**src/hdl/ksm_pkg.sv**
```systemverilog
package ksm_pkg;

  localparam int KIND_W      = 2;
  localparam int DIAL_W      = 8;
  localparam int STEP_W      = 8;
  localparam int HI_W        = 16;
  localparam int NOTCH_W     = 10;
  localparam int MAG_W       = 16;
  localparam int IN_TDATA_W  = 16;
  localparam int OUT_TDATA_W = 56;
  localparam int CFG_IDX_W   = 2;
  localparam int CFG_DATA_W  = 8;

  localparam int UNITS_PER_NOTCH_DEF = 120;

  typedef enum logic [KIND_W-1:0] {
    KIND_DIAL   = 2'd0,
    KIND_BUTTON = 2'd1,
    KIND_CLEAR  = 2'd2
  } kind_t;

  typedef enum logic [CFG_IDX_W-1:0] {
    CFG_STEP         = 2'd0,
    CFG_INVERT       = 2'd1,
    CFG_CLICK_EN     = 2'd2,
    CFG_HSCROLL_HOLD = 2'd3
  } cfg_idx_t;

  // Per-beat control that rides along the pipe
  typedef struct packed {
    logic [KIND_W-1:0]     kind;
    logic                  button_down;
    logic                  dial_nz;
    logic signed [HI_W-1:0] delta;
  } ctl_t;

endpackage

```
**src/hdl/knob_scroll_mapper_core.sv**
```systemverilog
// Knob to scroll wheel mapper.
// Input beats arrive on s_tvalid/s_tready: s_tuser carries the kind (dial,
// button change, clear), s_tdata the dial count and button level. Every
// input beat yields exactly one result beat on m_tvalid/m_tready with the
// vertical and horizontal high-resolution deltas, notch counts, middle
// click and a has_scroll flag.
// Configuration is written through cfg_valid/cfg_index/cfg_data; cfg_ready
// is always high. Write only while no beat is in flight.
// A beat passes the input register, stages 2, 3 and 4 and the result register.
// Throughput: one beat per cycle while m_tready keeps up. The delta is scaled
// and split into notches ahead of time by a reciprocal multiply; only a short
// add, compare and correct against the stored remainder sits in the last stage,
// which holds the state and sets the rate.
// Each pipe stage moves on when the one behind it is free, so input beats
// keep being taken while a finished result waits; when m_tready stays low
// the pipe fills and s_tready drops after the stages are full.
// Reset clears the remainders, button state, config (step size 1, rest 0)
// and all valid flags.
module knob_scroll_mapper_core
  import ksm_pkg::*;
#(
  parameter int UNITS_PER_NOTCH = UNITS_PER_NOTCH_DEF
) (
  input  logic                   clk,
  input  logic                   rst,
  input  logic                   s_tvalid,
  output logic                   s_tready,
  input  logic [IN_TDATA_W-1:0]  s_tdata,   // dial_value[7:0], button_down[8], zero pad
  input  logic [KIND_W-1:0]      s_tuser,   // kind[1:0]
  output logic                   m_tvalid,
  input  logic                   m_tready,
  output logic [OUT_TDATA_W-1:0] m_tdata,   // v_delta[15:0], v_notches[25:16],
                                            // h_delta[41:26], h_notches[51:42],
                                            // middle_click[52], has_scroll[53], pad
  input  logic                   cfg_valid,
  output logic                   cfg_ready,
  input  logic [CFG_IDX_W-1:0]   cfg_index,
  input  logic [CFG_DATA_W-1:0]  cfg_data
);

  localparam int RW = $clog2(UNITS_PER_NOTCH) + 1;   // remainder, signed
  localparam int TW = RW + 2;                        // remainder sum
  localparam int DW = $clog2(UNITS_PER_NOTCH + 1);
  localparam int QW = MAG_W + 1;                     // signed quotient
  localparam logic [MAG_W:0]     RECIP = (MAG_W+1)'((1 << MAG_W) / UNITS_PER_NOTCH);
  localparam logic [DW-1:0]      D_N   = DW'(UNITS_PER_NOTCH);
  localparam logic [MAG_W-1:0]   D_M   = MAG_W'(UNITS_PER_NOTCH);
  localparam logic signed [TW-1:0] D_T = TW'(UNITS_PER_NOTCH);
  localparam logic signed [QW:0] N_MAX = (QW+1)'(511);
  localparam logic signed [QW:0] N_MIN = -(QW+1)'(512);

  // config
  logic [STEP_W-1:0] step_units;
  logic              invert;
  logic              click_en;
  logic              hscroll_hold;

  // state
  logic signed [RW-1:0] v_rem;
  logic signed [RW-1:0] h_rem;
  logic                 button_held;
  logic                 turned;

  // pipe handshake
  logic v1, v2, v3, v4;
  logic rdy1, rdy2, rdy3, rdy4, rdy_o;

  assign cfg_ready = 1'b1;
  assign rdy_o     = !m_tvalid || m_tready;
  assign rdy4      = !v4 || rdy_o;
  assign rdy3      = !v3 || rdy4;
  assign rdy2      = !v2 || rdy3;
  assign rdy1      = !v1 || rdy2;
  assign s_tready  = rdy1;

  always_ff @(posedge clk) begin
    if (rst) begin
      step_units   <= STEP_W'(1);
      invert       <= 1'b0;
      click_en     <= 1'b0;
      hscroll_hold <= 1'b0;
    end else if (cfg_valid) begin
      case (cfg_index)
        CFG_STEP:         step_units   <= cfg_data[STEP_W-1:0];
        CFG_INVERT:       invert       <= cfg_data[0];
        CFG_CLICK_EN:     click_en     <= cfg_data[0];
        CFG_HSCROLL_HOLD: hscroll_hold <= cfg_data[0];
        default: ;
      endcase
    end
  end

  // stage 1: input register
  logic [KIND_W-1:0]      kind1;
  logic signed [DIAL_W-1:0] dial1;
  logic                   down1;

  always_ff @(posedge clk) begin
    if (rst) v1 <= 1'b0;
    else if (rdy1) v1 <= s_tvalid;
  end

  always_ff @(posedge clk) begin
    if (s_tvalid && rdy1) begin
      kind1 <= s_tuser;
      dial1 <= s_tdata[DIAL_W-1:0];
      down1 <= s_tdata[DIAL_W];
    end
  end

  // scale and take magnitude
  logic signed [DIAL_W+STEP_W:0] prod1;
  logic signed [DIAL_W+STEP_W:0] delta1;
  logic [MAG_W-1:0]              mag1;
  ctl_t                          ctl1;

  always_comb begin
    prod1  = dial1 * $signed({1'b0, step_units});
    delta1 = invert ? prod1 : -prod1;
    mag1   = delta1[DIAL_W+STEP_W] ? MAG_W'(-delta1) : MAG_W'(delta1);
    ctl1.kind        = kind1;
    ctl1.button_down = down1;
    ctl1.dial_nz     = (dial1 != '0);
    ctl1.delta       = HI_W'(delta1);
  end

  // stage 2
  ctl_t             ctl2;
  logic [MAG_W-1:0] mag2;

  always_ff @(posedge clk) begin
    if (rst) v2 <= 1'b0;
    else if (rdy2) v2 <= v1;
  end

  always_ff @(posedge clk) begin
    if (rdy2) begin
      ctl2 <= ctl1;
      mag2 <= mag1;
    end
  end

  // reciprocal estimate, low by at most one
  logic [2*MAG_W:0] recip2;
  assign recip2 = mag2 * RECIP;

  // stage 3
  ctl_t             ctl3;
  logic [MAG_W-1:0] mag3;
  logic [MAG_W-1:0] q0_3;

  always_ff @(posedge clk) begin
    if (rst) v3 <= 1'b0;
    else if (rdy3) v3 <= v2;
  end

  always_ff @(posedge clk) begin
    if (rdy3) begin
      ctl3 <= ctl2;
      mag3 <= mag2;
      q0_3 <= recip2[2*MAG_W-1:MAG_W];
    end
  end

  logic [MAG_W+DW-1:0]  back3;
  logic [MAG_W-1:0]     r0_3;
  logic                 corr3;
  logic [MAG_W-1:0]     qm3;
  logic [MAG_W-1:0]     rm3;
  logic signed [QW-1:0] qd3;
  logic signed [RW-1:0] rd3;
  logic                 neg3;

  always_comb begin
    back3 = q0_3 * D_N;
    r0_3  = mag3 - back3[MAG_W-1:0];
    corr3 = (r0_3 >= D_M);
    qm3   = corr3 ? q0_3 + MAG_W'(1) : q0_3;
    rm3   = corr3 ? r0_3 - D_M : r0_3;
    neg3  = ctl3.delta[HI_W-1];
    qd3   = neg3 ? -$signed({1'b0, qm3}) : $signed({1'b0, qm3});
    rd3   = neg3 ? -$signed(rm3[RW-1:0]) : $signed(rm3[RW-1:0]);
  end

  // stage 4
  ctl_t                 ctl4;
  logic signed [QW-1:0] qd4;
  logic signed [RW-1:0] rd4;

  always_ff @(posedge clk) begin
    if (rst) v4 <= 1'b0;
    else if (rdy4) v4 <= v3;
  end

  always_ff @(posedge clk) begin
    if (rdy4) begin
      ctl4 <= ctl3;
      qd4  <= qd3;
      rd4  <= rd3;
    end
  end

  // merge with stored remainder, truncating toward zero
  logic                 horiz;
  logic signed [TW-1:0] rem_x, rd_x, t4, tr4;
  logic signed [QW:0]   qd_x, tq_x, fq4, q4, qsat4;
  logic signed [RW-1:0] r4;
  logic signed [RW-1:0] v_rem_next, h_rem_next;
  logic                 button_held_next, turned_next;
  logic signed [HI_W-1:0]    v_hi, h_hi;
  logic signed [NOTCH_W-1:0] v_n, h_n;
  logic                      click;

  always_comb begin
    horiz = button_held && hscroll_hold;
    rem_x = horiz ? h_rem : v_rem;
    rd_x  = rd4;
    t4    = rem_x + rd_x;
    if (t4 >= D_T) begin
      tq_x = (QW+1)'(1);
      tr4  = t4 - D_T;
    end else if (t4 >= 0) begin
      tq_x = '0;
      tr4  = t4;
    end else if (t4 >= -D_T) begin
      tq_x = -(QW+1)'(1);
      tr4  = t4 + D_T;
    end else begin
      tq_x = -(QW+1)'(2);
      tr4  = t4 + D_T + D_T;
    end
    qd_x = qd4;
    fq4  = qd_x + tq_x;
    if (fq4 < 0 && tr4 != 0) begin
      q4 = fq4 + (QW+1)'(1);
      r4 = RW'(tr4 - D_T);
    end else begin
      q4 = fq4;
      r4 = RW'(tr4);
    end
    if (q4 > N_MAX) qsat4 = N_MAX;
    else if (q4 < N_MIN) qsat4 = N_MIN;
    else qsat4 = q4;

    v_rem_next       = v_rem;
    h_rem_next       = h_rem;
    button_held_next = button_held;
    turned_next      = turned;
    v_hi  = '0;
    h_hi  = '0;
    v_n   = '0;
    h_n   = '0;
    click = 1'b0;

    case (ctl4.kind)
      KIND_DIAL: begin
        if (ctl4.dial_nz) begin
          if (button_held) turned_next = 1'b1;
          if (horiz) begin
            h_hi       = ctl4.delta;
            h_n        = NOTCH_W'(qsat4);
            h_rem_next = r4;
          end else begin
            v_hi       = ctl4.delta;
            v_n        = NOTCH_W'(qsat4);
            v_rem_next = r4;
          end
        end
      end
      KIND_BUTTON: begin
        button_held_next = ctl4.button_down;
        turned_next      = 1'b0;
        if (!ctl4.button_down) click = click_en && !turned;
      end
      KIND_CLEAR: begin
        v_rem_next       = '0;
        h_rem_next       = '0;
        button_held_next = 1'b0;
        turned_next      = 1'b0;
      end
      default: ;
    endcase
  end

  always_ff @(posedge clk) begin
    if (rst) begin
      v_rem       <= '0;
      h_rem       <= '0;
      button_held <= 1'b0;
      turned      <= 1'b0;
    end else if (v4 && rdy_o) begin
      v_rem       <= v_rem_next;
      h_rem       <= h_rem_next;
      button_held <= button_held_next;
      turned      <= turned_next;
    end
  end

  // result register
  always_ff @(posedge clk) begin
    if (rst) m_tvalid <= 1'b0;
    else if (rdy_o) m_tvalid <= v4;
  end

  always_ff @(posedge clk) begin
    if (v4 && rdy_o) begin
      m_tdata <= {2'b00,
                  (v_hi != '0) || (v_n != '0) || (h_hi != '0) || (h_n != '0),
                  click, h_n, h_hi, v_n, v_hi};
    end
  end

endmodule

```
**config.mk**
```make
export PLATFORM = sky130hd
export DESIGN_NAME = knob_scroll_mapper_core
export DESIGN_NICKNAME = d
export VERILOG_FILES = /design/src/hdl/ksm_pkg.sv /design/src/hdl/knob_scroll_mapper_core.sv
export SDC_FILE = /design/constraint.sdc
export NUM_CORES = 1
export LEC_CHECK = 0
export ABC_AREA = 1
export BUFFER_PORTS_ARGS = -buffer_cell sky130_fd_sc_hd__buf_2
export CELL_PAD_IN_SITES_DETAIL_PLACEMENT = 1
export CELL_PAD_IN_SITES_GLOBAL_PLACEMENT = 1
export CORE_MARGIN = 4
export CORE_UTILIZATION = 40
export CTS_CLUSTER_DIAMETER = 100
export DETAILED_ROUTE_END_ITERATION = 8
export PLACE_DENSITY = 0.75
export SYNTH_ARGS = -nofsm -noshare
export SYNTH_HDL_FRONTEND = slang
export SYNTH_SLANG_ARGS = --single-unit
```
**constraint.sdc**
```tcl
create_clock -name clk -period 8.5 [get_ports clk]
set_input_delay 0.425 -clock clk [delete_from_list [all_inputs] [get_ports clk]]
set_output_delay 0.425 -clock clk [all_outputs]
set_load 0.01 [all_outputs]
```
==> flow_metrics.env, run 1 <==
export IMPL_status="complete, no violations"
export IMPL_cp_start_kind="register"
export IMPL_crit_path_end_kind="register"
export IMPL_cts_setup_buffers=0
export IMPL_fin_worst_skew_ns=0.02203
export IMPL_drcViolationCount=0
export IMPL_setup_worst_path_class="reg -> reg"
export IMPL_netlist_top_cells_area="edfxtp_1 (34%), ha_1 (13%), nand2_1 (9.3%)"
export IMPL_finalHoldViolCount=0
export IMPL_postCtsResizedCells=0
export IMPL_regArea_um2=6356
export IMPL_synthDistinctLibCells=55
export IMPL_cts_tree="built"
export IMPL_worst_pin_slew_ns=1.004
export IMPL_fin_area_um2=18540
export IMPL_cp_data_arrival_time_ns=7.46
export IMPL_n_fill_cell=4889
export IMPL_multiInputGateArea_um2=8822
export IMPL_slew_headroom=0.3285
export IMPL_die_h_um=212.6
export IMPL_wl_mm=39.84
export IMPL_crit_path_max_fanout=13
export IMPL_layout_cells_most_common="nand2_1"
export IMPL_dpl_hpwl_mm=32.15
export IMPL_diodes=0
export IMPL_cap_violations=0
export IMPL_htree_num_levels=1
export IMPL_grt_first_pass_wirelength_mm=66.94
export IMPL_syn_cell_area_um2=16740
export IMPL_synth_top_cell_by_area="edfxtp_1"
export IMPL_async_reset_ff_frac=0
export IMPL_fmax_mhz=139.6
export IMPL_finalSetupViolations=0
export IMPL_cts_buffer_depth=3
export IMPL_avgRoutedWirePerCell_um=15.47
export IMPL_tritoncts_num_buffers=26
export IMPL_synth_top_cell_area_share=0.3390
export IMPL_pre_cts_ws_ns=1.358
export IMPL_hp_class="in -> reg"
export IMPL_clk_latency_ns=0.56
export IMPL_crit_buf_inv=4
export IMPL_drt_antenna_violating_nets=0
export IMPL_grtUsageTotal=0.1768
export IMPL_grt_max_degree=57
export IMPL_drt_pass1_iterations=5
export IMPL_synth_area_per_cell_um2=8.604
export IMPL_fp_dieW_um=212.6
export IMPL_num_rows=74
export IMPL_mostFrequentLayoutCells="nand2_1 (415), inv_1 (365), edfxtp_1 (189)"
export IMPL_path_common_cell="nand2_1"
export IMPL_grt_setup_unrepaired="false"
export IMPL_area_growth_pct=10.75
export IMPL_grt_pass1_vias=13883
export IMPL_ys_seq_area_frac=0.3796
export IMPL_cts_root_buf="clkbuf_16"
export IMPL_port_buffers=81
export IMPL_netlist_instances=1946
export IMPL_synth_edf_count=189
export IMPL_antenna_found_initial=0
export IMPL_critPathSlowestCell="xnor2_1"
export IMPL_worstPathRequired_ns=8.80
export IMPL_drive_gt1_frac=0.08860
export IMPL_setup_slack_ns=1.335
export IMPL_gp_congestion=0.8530
export IMPL_drt_iter0_drc=570
export IMPL_clk_pin_slew_worst_paths_ns=0.06
export IMPL_maxSlewViolCount=0
export IMPL_max_stage_delay_ns=0.60
export IMPL_synth_seq_cells=223
export IMPL_via_per_inst=4.990
export IMPL_crit_family="simple AND/OR/NAND/NOR gates"
export IMPL_min_period_over_period=0.8429
export IMPL_num_vias=12848
export IMPL_boundaryPins=92
export IMPL_core_area_um2=41110
export IMPL_min_period_ns=7.165
export IMPL_setup_tns_final_ns=0
export IMPL_die_area_um2=45200
export IMPL_cts_hold_buf=0
export IMPL_synth_ff_type="edfxtp_1"
export IMPL_nNetsFinal=2291
export IMPL_cts_sinks=223
export IMPL_grt_ovfl_total=0
export IMPL_postPlaceCellArea_um2=17690
export IMPL_ys_warn_count=0
export IMPL_worst_hold_slack_ns=0.04265
export IMPL_start_util=0.4073
## kinds of logic after synthesis
family                   after synthesis  synth area share
XOR/XNOR                             110           0.05754
AND/OR/NAND/NOR                      763            0.1982
AO/OA/AOI/OAI                        201           0.06651
flip-flops                           223            0.3796
adder cells (fa/ha/maj)              234            0.2036
buffers and inverters                413           0.09416
other                                  2         0.0004485
## cell usage after synthesis (all sizes together) (5+ instances only)
master and instances:
clkbuf 28, inv 372, o21bai 5, ha 170
nand4 25, clkinv 5, nand3b 10, nor2 160
buf 8, xor2 75, nand3 84, edfxtp 189
or2 10, a21oi 91, o21ai 78, a21o 6
nor4 8, nor3 27, nand2 435, fa 64
xnor2 35, dfxtp 34
## worst register-to-register path: cells and delay by family (launching register included)
family / cells / cell delay (ns)
simple gates: 26 / 3.12
fa+ha+maj: 4 / 1.32
xor+xnor: 3 / 0.94
compound gates: 2 / 0.64
buf+inv: 4 / 0.54
flops: 1 / 0.32
## cell type report
class	count	share of cell area
multi-input cells	1311	0.4758
flip-flops and latches	223	0.3428
inverters	377	0.07632
well taps	532	0.03590
clock inverters	20	0.01046
repair buffers	85	0.02348
clock buffers	27	0.03529
## worst paths after layout
check                             from                    end  slack [ns]  depth (start not counted)
min                         s_tdata[0]     dial1[0]$_DFFE_PP_        0.04                          1
max          hscroll_hold$_SDFFE_PP0P_  m_tdata[53]$_DFFE_PP_        1.34                         39
max reg2reg  hscroll_hold$_SDFFE_PP0P_  m_tdata[53]$_DFFE_PP_        1.34                         39
min reg2reg          ctl3[9]$_DFFE_PP_      ctl4[9]$_DFFE_PP_        0.42                          0
## per-layer routing
metal / vias up / GRT usage / routed length [um]
li1: 6393 / - / -
met1: 6242 / 0.2174 / 17190
met2: 155 / 0.3304 / 20660
met3: 58 / 0.02007 / 1155
met4: 0 / 0.04420 / 831
met5: - / 0 / 0
## stage by stage
stage	instances	util
2_1_floorplan	1947	-
3_3_place_gp	2528	0.4304
3_5_place_dp	2528	0.4304
4_1_cts	2575	0.4511
5_1_grt	2575	0.4511
6_report	2575	0.4511
## flip-flops by register name, indices dropped and copies added (netlist names), 10 cells and up
name / cells
ctl2: 20
ctl3: 20
ctl4: 20
m_tdata: 54
mag2: 15
mag3: 15
q0_3: 10
qd4: 17
Power of run 1 is not shown: default switching activity piles up to over one toggle a cycle in this logic, so the estimate is an artifact.
==> run 2: changes to the inputs <==
clock period = 7.2 ns   (was 8.5 ns; I/O delays follow)
==> run 2 against run 1 <==
Die area unchanged. Largest cell class unchanged. Clock-buffer cell count up 4. Cell count up 0.66%. Routed wire length up 2.8%. Design area up 0.80%. Flip-flop and latch count unchanged.
==> flow_metrics.env, run 2 (synthesized netlist as in run 1, its figures left out) <==
export IMPL_critical_path_depth=38
export IMPL_status="complete, no violations"
export IMPL_core_area_um2=41110
export IMPL_regArea_um2=6356
export IMPL_diodes=0
export IMPL_grtUsageTotal=0.1803
export IMPL_fp_dieW_um=212.6
export IMPL_drcViolationCount=0
export IMPL_grt_ovfl_total=0
export IMPL_dpl_hpwl_mm=32.69
export IMPL_clk_latency_ns=0.55
export IMPL_critPathSlowestCell="fa_1"
export IMPL_cts_tree="built"
export IMPL_setup_worst_path_class="reg -> reg"
export IMPL_cts_buffer_depth=3
export IMPL_via_per_inst=4.997
export IMPL_clk_pin_slew_worst_paths_ns=0.06
export IMPL_min_period_ns=6.563
export IMPL_drt_antenna_violating_nets=0
export IMPL_crit_path_max_fanout=13
export IMPL_crit_path_start="hscroll_hold$_SDFFE_PP0P_"
export IMPL_grt_setup_unrepaired="true"
export IMPL_crit_family="simple AND/OR/NAND/NOR gates"
export IMPL_cp_data_arrival_time_ns=6.87
export IMPL_n_fill_cell=4930
export IMPL_cts_sinks=223
export IMPL_min_period_over_period=0.9115
export IMPL_hp_start="cfg_data[4]"
export IMPL_tritoncts_num_buffers=26
export IMPL_postPlaceCellArea_um2=17720
export IMPL_htree_num_levels=1
export IMPL_setup_tns_final_ns=0
export IMPL_crit_buf_inv=3
export IMPL_die_h_um=212.6
export IMPL_die_area_um2=45200
export IMPL_avgRoutedWirePerCell_um=15.80
export IMPL_finalHoldViolCount=0
export IMPL_fin_area_um2=18690
export IMPL_multiInputGateArea_um2=8846
export IMPL_rr_worst_depth=38
export IMPL_crit_path_end_kind="register"
export IMPL_worst_pin_slew_ns=0.9875
export IMPL_grt_max_degree=57
export IMPL_boundaryPins=92
export IMPL_drt_pass1_iterations=5
export IMPL_finalSetupViolations=0
export IMPL_drt_iter0_drc=526
export IMPL_fin_worst_skew_ns=0.01949
export IMPL_start_util=0.4073
export IMPL_fmax_mhz=152.4
export IMPL_gp_congestion=0.8571
export IMPL_largest_register="m_tdata"
export IMPL_wl_mm=40.95
export IMPL_num_vias=12953
export IMPL_slew_headroom=0.3392
export IMPL_grt_pass1_vias=13915
export IMPL_nNetsFinal=2307
export IMPL_largest_reg_flops=54
export IMPL_num_rows=74
export IMPL_cp_start_kind="register"
export IMPL_timing_rr_start="hscroll_hold$_SDFFE_PP0P_"
export IMPL_max_stage_delay_ns=0.43
export IMPL_cap_violations=0
export IMPL_worstHoldPathCells=3
export IMPL_mostFrequentLayoutCells="nand2_1 (415), inv_1 (365), edfxtp_1 (189)"
export IMPL_drive_gt1_frac=0.08835
export IMPL_maxSlewViolCount=0
export IMPL_layout_cells_most_common="nand2_1"
export IMPL_worstPathRequired_ns=7.50
export IMPL_hp_class="in -> reg"
export IMPL_antenna_found_initial=0
export IMPL_grt_first_pass_wirelength_mm=67.43
export IMPL_area_growth_pct=11.64
export IMPL_cts_root_buf="clkbuf_16"
export IMPL_path_common_cell="nand2_1"
export IMPL_worst_hold_slack_ns=0.03174
export IMPL_port_buffers=81
run 2: cell count changes in the layout (fill, tap and decap cells not counted), sizes merged:
cell         previous run  this run
buf                    85        90
clkinv                 19        20
inv                   373       371
clkinvlp                3         1
dlygate4sd3             0        11
clkbuf                 27        31
run 2: worst paths after layout:
kind | end | slack (ns)
hold / removal | step_units[4]$_SDFFE_PP0P_ | 0.03
setup / recovery | m_tdata[53]$_DFFE_PP_ | 0.64
hold reg to reg | ctl2[17]$_DFFE_PP_ | 0.42
setup reg to reg | m_tdata[53]$_DFFE_PP_ | 0.64
run 2: timing repair:
action,4_1_cts,5_1_grt
hold endpoints to repair,11,0
endpoints found under the setup margin,0,8
hold buffers,11,0
buffers inserted,0,2
gates resized for setup,0,3
run 2: cell type report:
class / count / share of cell area
Tap cell: 532 / 0.03561
Clock inverter: 17 / 0.007832
Inverter: 377 / 0.07571
Sequential cell: 223 / 0.3400
Clock buffer: 31 / 0.03635
Multi-Input combinational cell: 1311 / 0.4733
Timing Repair Buffer: 101 / 0.03119
run 2: stage by stage:
stage / utilization / cells / worst slack (ns)
global route: 0.4547 / 2592 / -0.07890
detailed placement: 0.4310 / 2531 / 0.4397
finish: 0.4547 / 2592 / 0.6375
global placement: 0.4310 / 2531 / 0.5995
floorplan: - / 1947 / 1.343
CTS: 0.4537 / 2590 / 0.3650
run 2: routing by layer:
| metal | GRT usage | routed length, um |
|---|---|---|
| met5 | 0 | 0 |
| met4 | 0.04931 | 980 |
| met3 | 0.01859 | 1263 |
| met2 | 0.3378 | 21440 |
| met1 | 0.2201 | 17270 |
run 2: worst min-delay path, delay by kind of cell:
family        cells  cell delay, ns
simple gates      2            0.11
buf+inv           1            0.08
Power of run 2 is left out for the same reason.
